<file path="src/sv/intel_hex_record_parser_macros.svh">
// Assertion helpers shared by the parser RTL.
// Both expect the enclosing module to have clk and an active-low rst_n.
`ifndef INTEL_HEX_RECORD_PARSER_MACROS_SVH
`define INTEL_HEX_RECORD_PARSER_MACROS_SVH

// Same-cycle implication.
`define IHEX_ASSERT_SAME(label, ante, cons) \
    label: assert property (@(posedge clk) disable iff (!rst_n) (ante) |-> (cons)) \
        else $error("intel_hex_record_parser: same-cycle check failed");

// Next-cycle implication.
`define IHEX_ASSERT_NEXT(label, ante, cons) \
    label: assert property (@(posedge clk) disable iff (!rst_n) (ante) |=> (cons)) \
        else $error("intel_hex_record_parser: next-cycle check failed");

`endif

</file>
<file path="src/sv/ihex_pkg.sv">
`timescale 1ns / 1ps

package ihex_pkg;

    localparam logic [7:0] COLON_CHAR = 8'h3A;

    localparam logic       KIND_DATA = 1'b0;
    localparam logic       KIND_END  = 1'b1;

    localparam logic [1:0] STATUS_OK       = 2'd0;
    localparam logic [1:0] STATUS_CSUM_ERR = 2'd1;
    localparam logic [1:0] STATUS_BAD_CHAR = 2'd2;

    localparam logic [7:0] REC_EXT_LINEAR   = 8'h04;
    localparam logic [7:0] REC_START_LINEAR = 8'h05;

    localparam logic [7:0] BYTE_MASK = 8'hFF;

    // Returns {is_hex, nibble}.
    function automatic logic [4:0] hex_decode(input logic [7:0] c);
        logic [4:0] r;
        r = 5'b0_0000;
        if (c >= 8'h30 && c <= 8'h39)
        begin
            r = {1'b1, 4'(c - 8'h30)};
        end
        else if (c >= 8'h41 && c <= 8'h46)
        begin
            r = {1'b1, 4'(c - 8'h37)};
        end
        else if (c >= 8'h61 && c <= 8'h66)
        begin
            r = {1'b1, 4'(c - 8'h57)};
        end
        return r;
    endfunction

endpackage

</file>
<file path="src/sv/intel_hex_record_parser.sv">
`timescale 1ns / 1ps
// Channel | Handshake            | Payload
// --------+----------------------+---------------------------------------------
// in      | in_valid / in_ready  | ch
// out     | out_valid / out_ready| kind, byte_index, byte_value, status,
//         |                      | record_type, record_length, resolved_address,
//         |                      | computed_checksum, received_checksum
//
// One character is taken per cycle unless out stalls; each result is registered in the
// result register. The rate is set by the single decode-and-update step between the
// input register and the result register. A stall on out holds the result register;
// the input register, if empty, then takes one more character and in_ready drops.
// Reset clears the parser to wait for a colon with a zero base address.

module intel_hex_record_parser
(
    input  logic        clk,
    input  logic        rst_n,
    input  logic        in_valid,
    output logic        in_ready,
    input  logic [7:0]  ch,
    output logic        out_valid,
    input  logic        out_ready,
    output logic        kind,
    output logic [7:0]  byte_index,
    output logic [7:0]  byte_value,
    output logic [1:0]  status,
    output logic [7:0]  record_type,
    output logic [7:0]  record_length,
    output logic [31:0] resolved_address,
    output logic [7:0]  computed_checksum,
    output logic [7:0]  received_checksum
);

`include "intel_hex_record_parser_macros.svh"

    typedef enum logic [2:0] {
        PH_WAIT,
        PH_LEN,
        PH_ADDR,
        PH_TYPE,
        PH_DATA,
        PH_CSUM
    } phase_t;

    // Input register
    logic        in_valid_reg, in_valid_next;
    logic [7:0]  ch_reg, ch_next;

    // Parser state
    phase_t      phase_reg, phase_next;
    logic [3:0]  high_nibble_reg, high_nibble_next;
    logic        nibble_pending_reg, nibble_pending_next;
    logic [1:0]  field_byte_count_reg, field_byte_count_next;
    logic [7:0]  length_reg, length_next;
    logic [15:0] load_address_reg, load_address_next;
    logic [7:0]  type_reg, type_next;
    logic [7:0]  data_count_reg, data_count_next;
    logic [7:0]  running_sum_reg, running_sum_next;
    logic [31:0] first_four_reg, first_four_next;
    logic [31:0] base_address_reg, base_address_next;

    // Result register
    logic        out_valid_reg, out_valid_next;
    logic        kind_reg, kind_next;
    logic [7:0]  byte_index_reg, byte_index_next;
    logic [7:0]  byte_value_reg, byte_value_next;
    logic [1:0]  status_reg, status_next;
    logic [7:0]  record_type_reg, record_type_next;
    logic [7:0]  record_length_reg, record_length_next;
    logic [31:0] resolved_address_reg, resolved_address_next;
    logic [7:0]  computed_checksum_reg, computed_checksum_next;
    logic [7:0]  received_checksum_reg, received_checksum_next;

    logic        step;
    logic [4:0]  hex_dec;
    logic [7:0]  byte_val;
    logic [7:0]  comp_sum;

    assign step     = in_valid_reg && (!out_valid_reg || out_ready);
    assign in_ready = !in_valid_reg || step;

    assign hex_dec  = ihex_pkg::hex_decode(ch_reg);
    assign byte_val = {high_nibble_reg, hex_dec[3:0]};
    assign comp_sum = 8'(8'h00 - running_sum_reg) & ihex_pkg::BYTE_MASK;

    always_comb
    begin
        in_valid_next = in_ready ? in_valid : in_valid_reg;
        ch_next       = (in_valid && in_ready) ? ch : ch_reg;

        phase_next            = phase_reg;
        high_nibble_next      = high_nibble_reg;
        nibble_pending_next   = nibble_pending_reg;
        field_byte_count_next = field_byte_count_reg;
        length_next           = length_reg;
        load_address_next     = load_address_reg;
        type_next             = type_reg;
        data_count_next       = data_count_reg;
        running_sum_next      = running_sum_reg;
        first_four_next       = first_four_reg;
        base_address_next     = base_address_reg;

        out_valid_next         = out_valid_reg && !out_ready;
        kind_next              = kind_reg;
        byte_index_next        = byte_index_reg;
        byte_value_next        = byte_value_reg;
        status_next            = status_reg;
        record_type_next       = record_type_reg;
        record_length_next     = record_length_reg;
        resolved_address_next  = resolved_address_reg;
        computed_checksum_next = computed_checksum_reg;
        received_checksum_next = received_checksum_reg;

        if (step)
        begin
            if (ch_reg == ihex_pkg::COLON_CHAR)
            begin
                phase_next            = PH_LEN;
                high_nibble_next      = 4'h0;
                nibble_pending_next   = 1'b0;
                field_byte_count_next = 2'd0;
                length_next           = 8'h00;
                load_address_next     = 16'h0000;
                type_next             = 8'h00;
                data_count_next       = 8'h00;
                running_sum_next      = 8'h00;
                first_four_next       = 32'h0;
            end
            else if (phase_reg == PH_WAIT)
            begin
                phase_next = PH_WAIT;
            end
            else if (!hex_dec[4])
            begin
                // A stray character inside a record aborts it.
                phase_next             = PH_WAIT;
                nibble_pending_next    = 1'b0;
                out_valid_next         = 1'b1;
                kind_next              = ihex_pkg::KIND_END;
                byte_index_next        = 8'h00;
                byte_value_next        = 8'h00;
                status_next            = ihex_pkg::STATUS_BAD_CHAR;
                record_type_next       = type_reg;
                record_length_next     = length_reg;
                resolved_address_next  = 32'h0;
                computed_checksum_next = 8'h00;
                received_checksum_next = 8'h00;
            end
            else if (!nibble_pending_reg)
            begin
                high_nibble_next    = hex_dec[3:0];
                nibble_pending_next = 1'b1;
            end
            else
            begin
                nibble_pending_next = 1'b0;
                unique case (phase_reg)
                    PH_LEN:
                    begin
                        length_next           = byte_val;
                        running_sum_next      = 8'(running_sum_reg + byte_val);
                        field_byte_count_next = 2'd0;
                        phase_next            = PH_ADDR;
                    end
                    PH_ADDR:
                    begin
                        load_address_next     = {load_address_reg[7:0], byte_val};
                        running_sum_next      = 8'(running_sum_reg + byte_val);
                        field_byte_count_next = 2'(field_byte_count_reg + 2'd1);
                        if (field_byte_count_reg == 2'd1)
                        begin
                            phase_next = PH_TYPE;
                        end
                    end
                    PH_TYPE:
                    begin
                        type_next        = byte_val;
                        running_sum_next = 8'(running_sum_reg + byte_val);
                        data_count_next  = 8'h00;
                        phase_next       = (length_reg == 8'h00) ? PH_CSUM : PH_DATA;
                    end
                    PH_DATA:
                    begin
                        running_sum_next = 8'(running_sum_reg + byte_val);
                        if (data_count_reg < 8'd4)
                        begin
                            first_four_next = first_four_reg
                                | ({byte_val, 24'h0} >> {data_count_reg[1:0], 3'b000});
                        end
                        out_valid_next         = 1'b1;
                        kind_next              = ihex_pkg::KIND_DATA;
                        byte_index_next        = data_count_reg;
                        byte_value_next        = byte_val;
                        status_next            = ihex_pkg::STATUS_OK;
                        record_type_next       = 8'h00;
                        record_length_next     = 8'h00;
                        resolved_address_next  = 32'h0;
                        computed_checksum_next = 8'h00;
                        received_checksum_next = 8'h00;
                        data_count_next        = 8'(data_count_reg + 8'd1);
                        if (8'(data_count_reg + 8'd1) == length_reg)
                        begin
                            phase_next = PH_CSUM;
                        end
                    end
                    PH_CSUM:
                    begin
                        phase_next             = PH_WAIT;
                        out_valid_next         = 1'b1;
                        kind_next              = ihex_pkg::KIND_END;
                        byte_index_next        = 8'h00;
                        byte_value_next        = 8'h00;
                        record_type_next       = type_reg;
                        record_length_next     = length_reg;
                        computed_checksum_next = comp_sum;
                        received_checksum_next = byte_val;
                        if (comp_sum != byte_val)
                        begin
                            status_next           = ihex_pkg::STATUS_CSUM_ERR;
                            resolved_address_next = 32'h0;
                        end
                        else
                        begin
                            status_next = ihex_pkg::STATUS_OK;
                            priority if (type_reg == ihex_pkg::REC_EXT_LINEAR)
                            begin
                                base_address_next     = {first_four_reg[31:16], 16'h0000};
                                resolved_address_next = {first_four_reg[31:16], 16'h0000};
                            end
                            else if (type_reg == ihex_pkg::REC_START_LINEAR)
                            begin
                                resolved_address_next = first_four_reg;
                            end
                            else
                            begin
                                resolved_address_next =
                                    32'(base_address_reg + {16'h0000, load_address_reg});
                            end
                        end
                    end
                    default:
                    begin
                        phase_next = PH_WAIT;
                    end
                endcase
            end
        end
    end

    always_ff @(posedge clk or negedge rst_n)
    begin
        if (!rst_n)
        begin
            in_valid_reg          <= 1'b0;
            ch_reg                <= 8'h00;
            phase_reg             <= PH_WAIT;
            high_nibble_reg       <= 4'h0;
            nibble_pending_reg    <= 1'b0;
            field_byte_count_reg  <= 2'd0;
            length_reg            <= 8'h00;
            load_address_reg      <= 16'h0000;
            type_reg              <= 8'h00;
            data_count_reg        <= 8'h00;
            running_sum_reg       <= 8'h00;
            first_four_reg        <= 32'h0;
            base_address_reg      <= 32'h0;
            out_valid_reg         <= 1'b0;
            kind_reg              <= ihex_pkg::KIND_DATA;
            byte_index_reg        <= 8'h00;
            byte_value_reg        <= 8'h00;
            status_reg            <= ihex_pkg::STATUS_OK;
            record_type_reg       <= 8'h00;
            record_length_reg     <= 8'h00;
            resolved_address_reg  <= 32'h0;
            computed_checksum_reg <= 8'h00;
            received_checksum_reg <= 8'h00;
        end
        else
        begin
            in_valid_reg          <= in_valid_next;
            ch_reg                <= ch_next;
            phase_reg             <= phase_next;
            high_nibble_reg       <= high_nibble_next;
            nibble_pending_reg    <= nibble_pending_next;
            field_byte_count_reg  <= field_byte_count_next;
            length_reg            <= length_next;
            load_address_reg      <= load_address_next;
            type_reg              <= type_next;
            data_count_reg        <= data_count_next;
            running_sum_reg       <= running_sum_next;
            first_four_reg        <= first_four_next;
            base_address_reg      <= base_address_next;
            out_valid_reg         <= out_valid_next;
            kind_reg              <= kind_next;
            byte_index_reg        <= byte_index_next;
            byte_value_reg        <= byte_value_next;
            status_reg            <= status_next;
            record_type_reg       <= record_type_next;
            record_length_reg     <= record_length_next;
            resolved_address_reg  <= resolved_address_next;
            computed_checksum_reg <= computed_checksum_next;
            received_checksum_reg <= received_checksum_next;
        end
    end

    assign out_valid         = out_valid_reg;
    assign kind              = kind_reg;
    assign byte_index        = byte_index_reg;
    assign byte_value        = byte_value_reg;
    assign status            = status_reg;
    assign record_type       = record_type_reg;
    assign record_length     = record_length_reg;
    assign resolved_address  = resolved_address_reg;
    assign computed_checksum = computed_checksum_reg;
    assign received_checksum = received_checksum_reg;

    // A data-byte result carries no record summary.
    `IHEX_ASSERT_SAME(a_data_result_clean,
        out_valid_reg && kind_reg == ihex_pkg::KIND_DATA,
        status_reg == ihex_pkg::STATUS_OK && resolved_address_reg == 32'h0)

    // A checksum error is reported only when the two checksums differ.
    `IHEX_ASSERT_SAME(a_csum_err_differs,
        out_valid_reg && kind_reg == ihex_pkg::KIND_END
            && status_reg == ihex_pkg::STATUS_CSUM_ERR,
        computed_checksum_reg != received_checksum_reg)

    // A good record end has matching checksums.
    `IHEX_ASSERT_SAME(a_ok_end_matches,
        out_valid_reg && kind_reg == ihex_pkg::KIND_END && status_reg == ihex_pkg::STATUS_OK,
        computed_checksum_reg == received_checksum_reg)

    // A colon always restarts the record from a clean length field.
    `IHEX_ASSERT_NEXT(a_colon_restarts,
        step && ch_reg == ihex_pkg::COLON_CHAR,
        phase_reg == PH_LEN && !nibble_pending_reg && running_sum_reg == 8'h00)

    // No half byte is held while waiting for a colon.
    `IHEX_ASSERT_SAME(a_wait_no_nibble, phase_reg == PH_WAIT, !nibble_pending_reg)

endmodule
</file>
<file path="config.mk">
export PLATFORM = sky130hd
export DESIGN_NAME = intel_hex_record_parser
export DESIGN_NICKNAME = d
export VERILOG_FILES = /design/src/sv/ihex_pkg.sv /design/src/sv/intel_hex_record_parser.sv
export VERILOG_INCLUDE_DIRS = /design/src /design/src/sv
export SDC_FILE = /design/constraint.sdc
export NUM_CORES = 1
export LEC_CHECK = 0
export BUFFER_PORTS_ARGS = -buffer_cell sky130_fd_sc_hd__buf_2
export CAP_MARGIN = 20
export CORE_MARGIN = 2
export CORE_UTILIZATION = 47
export DETAILED_ROUTE_END_ITERATION = 16
export PLACE_DENSITY_LB_ADDON = 0.25
export SKIP_CTS_REPAIR_TIMING = 1
export SYNTH_ARGS = -nofsm -noshare
export SYNTH_HDL_FRONTEND = slang
export SYNTH_SLANG_ARGS = --single-unit
export TNS_END_PERCENT = 10
</file>
<file path="constraint.sdc">
create_clock -name clk -period 4.9 [get_ports clk]
set_input_delay 0.49 -clock clk [delete_from_list [all_inputs] [get_ports clk]]
set_output_delay 0.49 -clock clk [all_outputs]
set_load 0.05 [all_outputs]
</file>
==> flow_summary.json <==
{
  "status": "finished, final reports clean",
  "clkSinkCount": 199,
  "place_inst": 1246,
  "number_of_antenna_violations_at_the_first_check_in_global_routing": 0,
  "final.setup.worst_slack_ps": 820,
  "dominant_combinational_cell_family_by_area_after_synthesis": "simple AND/OR/NAND/NOR gates",
  "place.gp.congestion": 0.925,
  "start_kind": "register",
  "total_die_area_sq_mm": 0.0209,
  "yosysSeqAreaShare_pct": 53.5,
  "cells_after_synthesis": 937,
  "setup_violations": 0,
  "final_hold_viol_count": 0,
  "fin_cells": 1276,
  "preCtsSetupSlack_ps": 863,
  "synth-edff-count": 0,
  "setup.worst_path.class": "reg2reg",
  "unrepaired_setup_endpoints_after_global_routing": "false",
  "timing.setup.tns_ps": 0,
  "drtAntennaViolNets": 0,
  "post_synth_fa_ha_maj_area_fraction_pct": 2.10,
  "worst_r2r_startpoint": "ch_reg[3]",
  "max_cap_violations": 0,
  "drc_errors": 0,
  "clk_transition_reported_paths_ps": 70,
  "worst_hold_path_type": "in2async",
  "power_density_mw_per_mm2": 306,
  "final_layout_size_suffix_gt1_share_pct": 18.6,
  "critical_path.endpoint_type": "register",
  "mappedNetlistArea_sq_mm": 0.00931,
  "syn_area_per_cell_sq_um": 9.93,
  "vias_per_cell": 5.51,
  "capturing_point_of_the_worst_reg2reg_path": "running_sum_reg[7]",
  "period_minus_slack_ps": 4080,
  "num_vias": 7030,
  "ff2ff_setup_slack_ps": 820,
  "count_of_input_and_output_buffers": 96,
  "h-tree-depth": 4,
  "drtPass1Iterations": 5,
  "critPathSlowestCell": "or4b_4",
  "final_nets": 1027,
  "rr_worst_depth": 12,
  "synth_top_area_share_pct": 53.5,
  "largest_cells_by_area_after_synthesis": "dfrtp_1 54%, nand2_1 7.0%, o21ai_0 6.5%",
  "tritoncts": "done",
  "core_area_sq_mm": 0.0195,
  "post-synth-top-area-cell": "dfrtp_1",
  "layout_worst_path_cycle_share_pct": 83.3,
  "routed_wl_um": 21900,
  "finClkSkew_ps": 6.97,
  "cts_buffers": 17,
  "synth_compound_area_share_pct": 15.5,
  "multi_input_comb_area_sq_mm": 0.00402,
  "number_of_global_route_vias_before_repair": 6623,
  "clock_root_buffer": "clkbuf_16",
  "number_of_antenna_diodes": 0,
  "grt_start_max_net_pins": 127,
  "sequential_cell_area_sq_mm": 0.00498,
  "synth-seq-cells": 199,
  "irDropWorstVdd_mv": 0.214,
  "area_overhead_vs_synth_pct": 12.9,
  "critical_path.startpoint": "ch_reg[3]",
  "first_iter_violations": 570,
  "static-leakage-power_nw": 5.15,
  "timing.critical_path.required_ps": 5250,
  "num_rows": 51,
  "synth-async-reset-ratio_pct": 100,
  "start_util_pct": 47.8,
  "avgRoutedWirePerCell_um": 17.2,
  "yosys.area_share.simple_pct": 16.7,
  "syn_nets": 964,
  "slowest_delay_ps": 570,
  "synth_xor_xnor_area_share_pct": 2.35,
  "ys_types": 76,
  "place.detailed.hpwl_um": 14800,
  "grt-ovfl-total": 0,
  "n_fill_cell": 1780,
  "synth-warning-count": 0,
  "critical_path.max_fanout": 10,
  "path_cells": "or4b_4 > a311oi_2 > nor2_2 > or2_0 > inv_1 > ha_1 > a21oi_1 > o21bai_1 > a2111oi_0 > o21ai_0 > and2_1 > o211ai_1",
  "insertion_delay_ps": 430,
  "max_freq_mhz": 245,
  "max-clock-path-buffers": 2,
  "die_height_um": 145,
  "grt_first_pass_wirelength_um": 35700,
  "timing.max_slew.rel_slack_pct": 32.3,
  "worst-slew-pin-transition_ps": 1020,
  "timing.critical_path.to": "running_sum_reg[7]",
  "ys.flop_type": "dfrtp_1",
  "overall_fraction_of_global_route_tracks_in_use_pct": 22.2,
  "report.final.slew_viol_count": 0,
  "yosys-mux-area-fraction_pct": 6.37,
  "dieWidth_um": 145,
  "worst_path_arrival_time_ps": 4430,
  "top_level_port_count": 97
}
cell usage in the layout, fill, tap and decap left out, types with 7 or more instances in the layout:
cell,instances
clkbuf_16,17
mux2_2,22
inv_1,16
o31ai_1,16
nand2_1,173
nor2b_1,7
and3_1,20
a21oi_1,65
nor3_1,10
xor2_1,12
mux2i_1,18
ha_1,14
buf_2,95
mux2_4,11
dfrtp_1,199
buf_4,9
xnor2_1,13
a22o_1,11
nand2b_1,7
nor2_1,54
o21ai_0,120
power breakdown:
| part | switching (mW) | internal [mW] | leakage [nW] |
|---|---|---|---|
| sequential | 0.0248 | 1.66 | 2.75 |
| clock | 0.593 | 0.775 | 0.266 |
| combinational | 0.113 | 0.0514 | 2.13 |
cells in the mapped netlist, types with 6 or more instances:
cell,number
xor2_1,12
nor2b_1,7
nor2_1,54
and3_1,20
o21ai_0,120
xnor2_1,13
dfrtp_1,199
nand2b_1,7
inv_1,16
o31ai_1,16
nor3_1,10
mux2_2,22
a21oi_1,65
and2_1,6
a22o_1,11
mux2_4,11
clkbuf_1,50
ha_1,14
nand2_1,173
mux2i_1,18
metal layers:
| layer | vias up | part of all wire [%] | GRT usage, % | routed length (um) |
|---|---|---|---|---|
| met1 | 3453 | 49 | 32.2 | 10700 |
| met2 | 165 | 45 | 33.7 | 9860 |
| met4 | 0 | 2.5 | 9.04 | 550 |
| li1 | 3375 | - | - | - |
| met5 | - | 0 | 0 | 0 |
| met3 | 37 | 3.8 | 3.42 | 839 |
cell families after synthesis:
group	Yosys count
AO/OA/AOI/OAI	245
XOR/XNOR	25
multiplexers	51
adder cells (fa/ha/maj)	15
buffers and inverters	77
AND/OR/NAND/NOR	325
flip-flops	199
through the flow:
| stage | total power [mW] | util, % | cell area [sq um] | hold slack (ps) |
|---|---|---|---|---|
| final | 3.21 | 54.0 | 10500 | 190 |
| after global routing | 3.34 | 54.0 | 10500 | 259 |
| after CTS | 3.24 | 54.0 | 10500 | 244 |
| after detailed placement | 1.88 | 51.1 | 9940 | 465 |
| after global placement | 1.88 | 51.1 | 9940 | 457 |
| after floorplan | 1.80 | - | 9310 | 194 |
cell type report:
class                           instances  share of cell area [%]
Sequential cell                       199                    47.4
Multi-Input combinational cell        661                    38.2
Timing Repair Buffer                  105                    5.30
Clock buffer                           23                    4.45
Tap cell                              265                    3.16
Clock inverter                          7                   0.917
Inverter                               16                   0.571
how the worst min path moves through the flow:
stage                               startpoint                   end  slack (ps)  cells past startpoint
final                                    rst_n             ch_reg[5]         190                      1
after global placement          record_type[6]        record_type[6]         460                      2
after floorplan                          rst_n  base_address_reg[16]         190                      0
after CTS                             in_valid          in_valid_reg         240                      2
after global routing                  in_valid          in_valid_reg         260                      2
after detailed placement  resolved_address[26]  resolved_address[26]         460                      2
worst max-delay path: cells and delay by family (launching register included):
family,cells,cell delay [ps]
buffers and inverters,1,220
adders and majority gates,1,300
AOI/OAI and AO/OA,6,1660
and+or+nand+nor,4,1350
DFF,1,470
(Power assumes the default switching activity.)
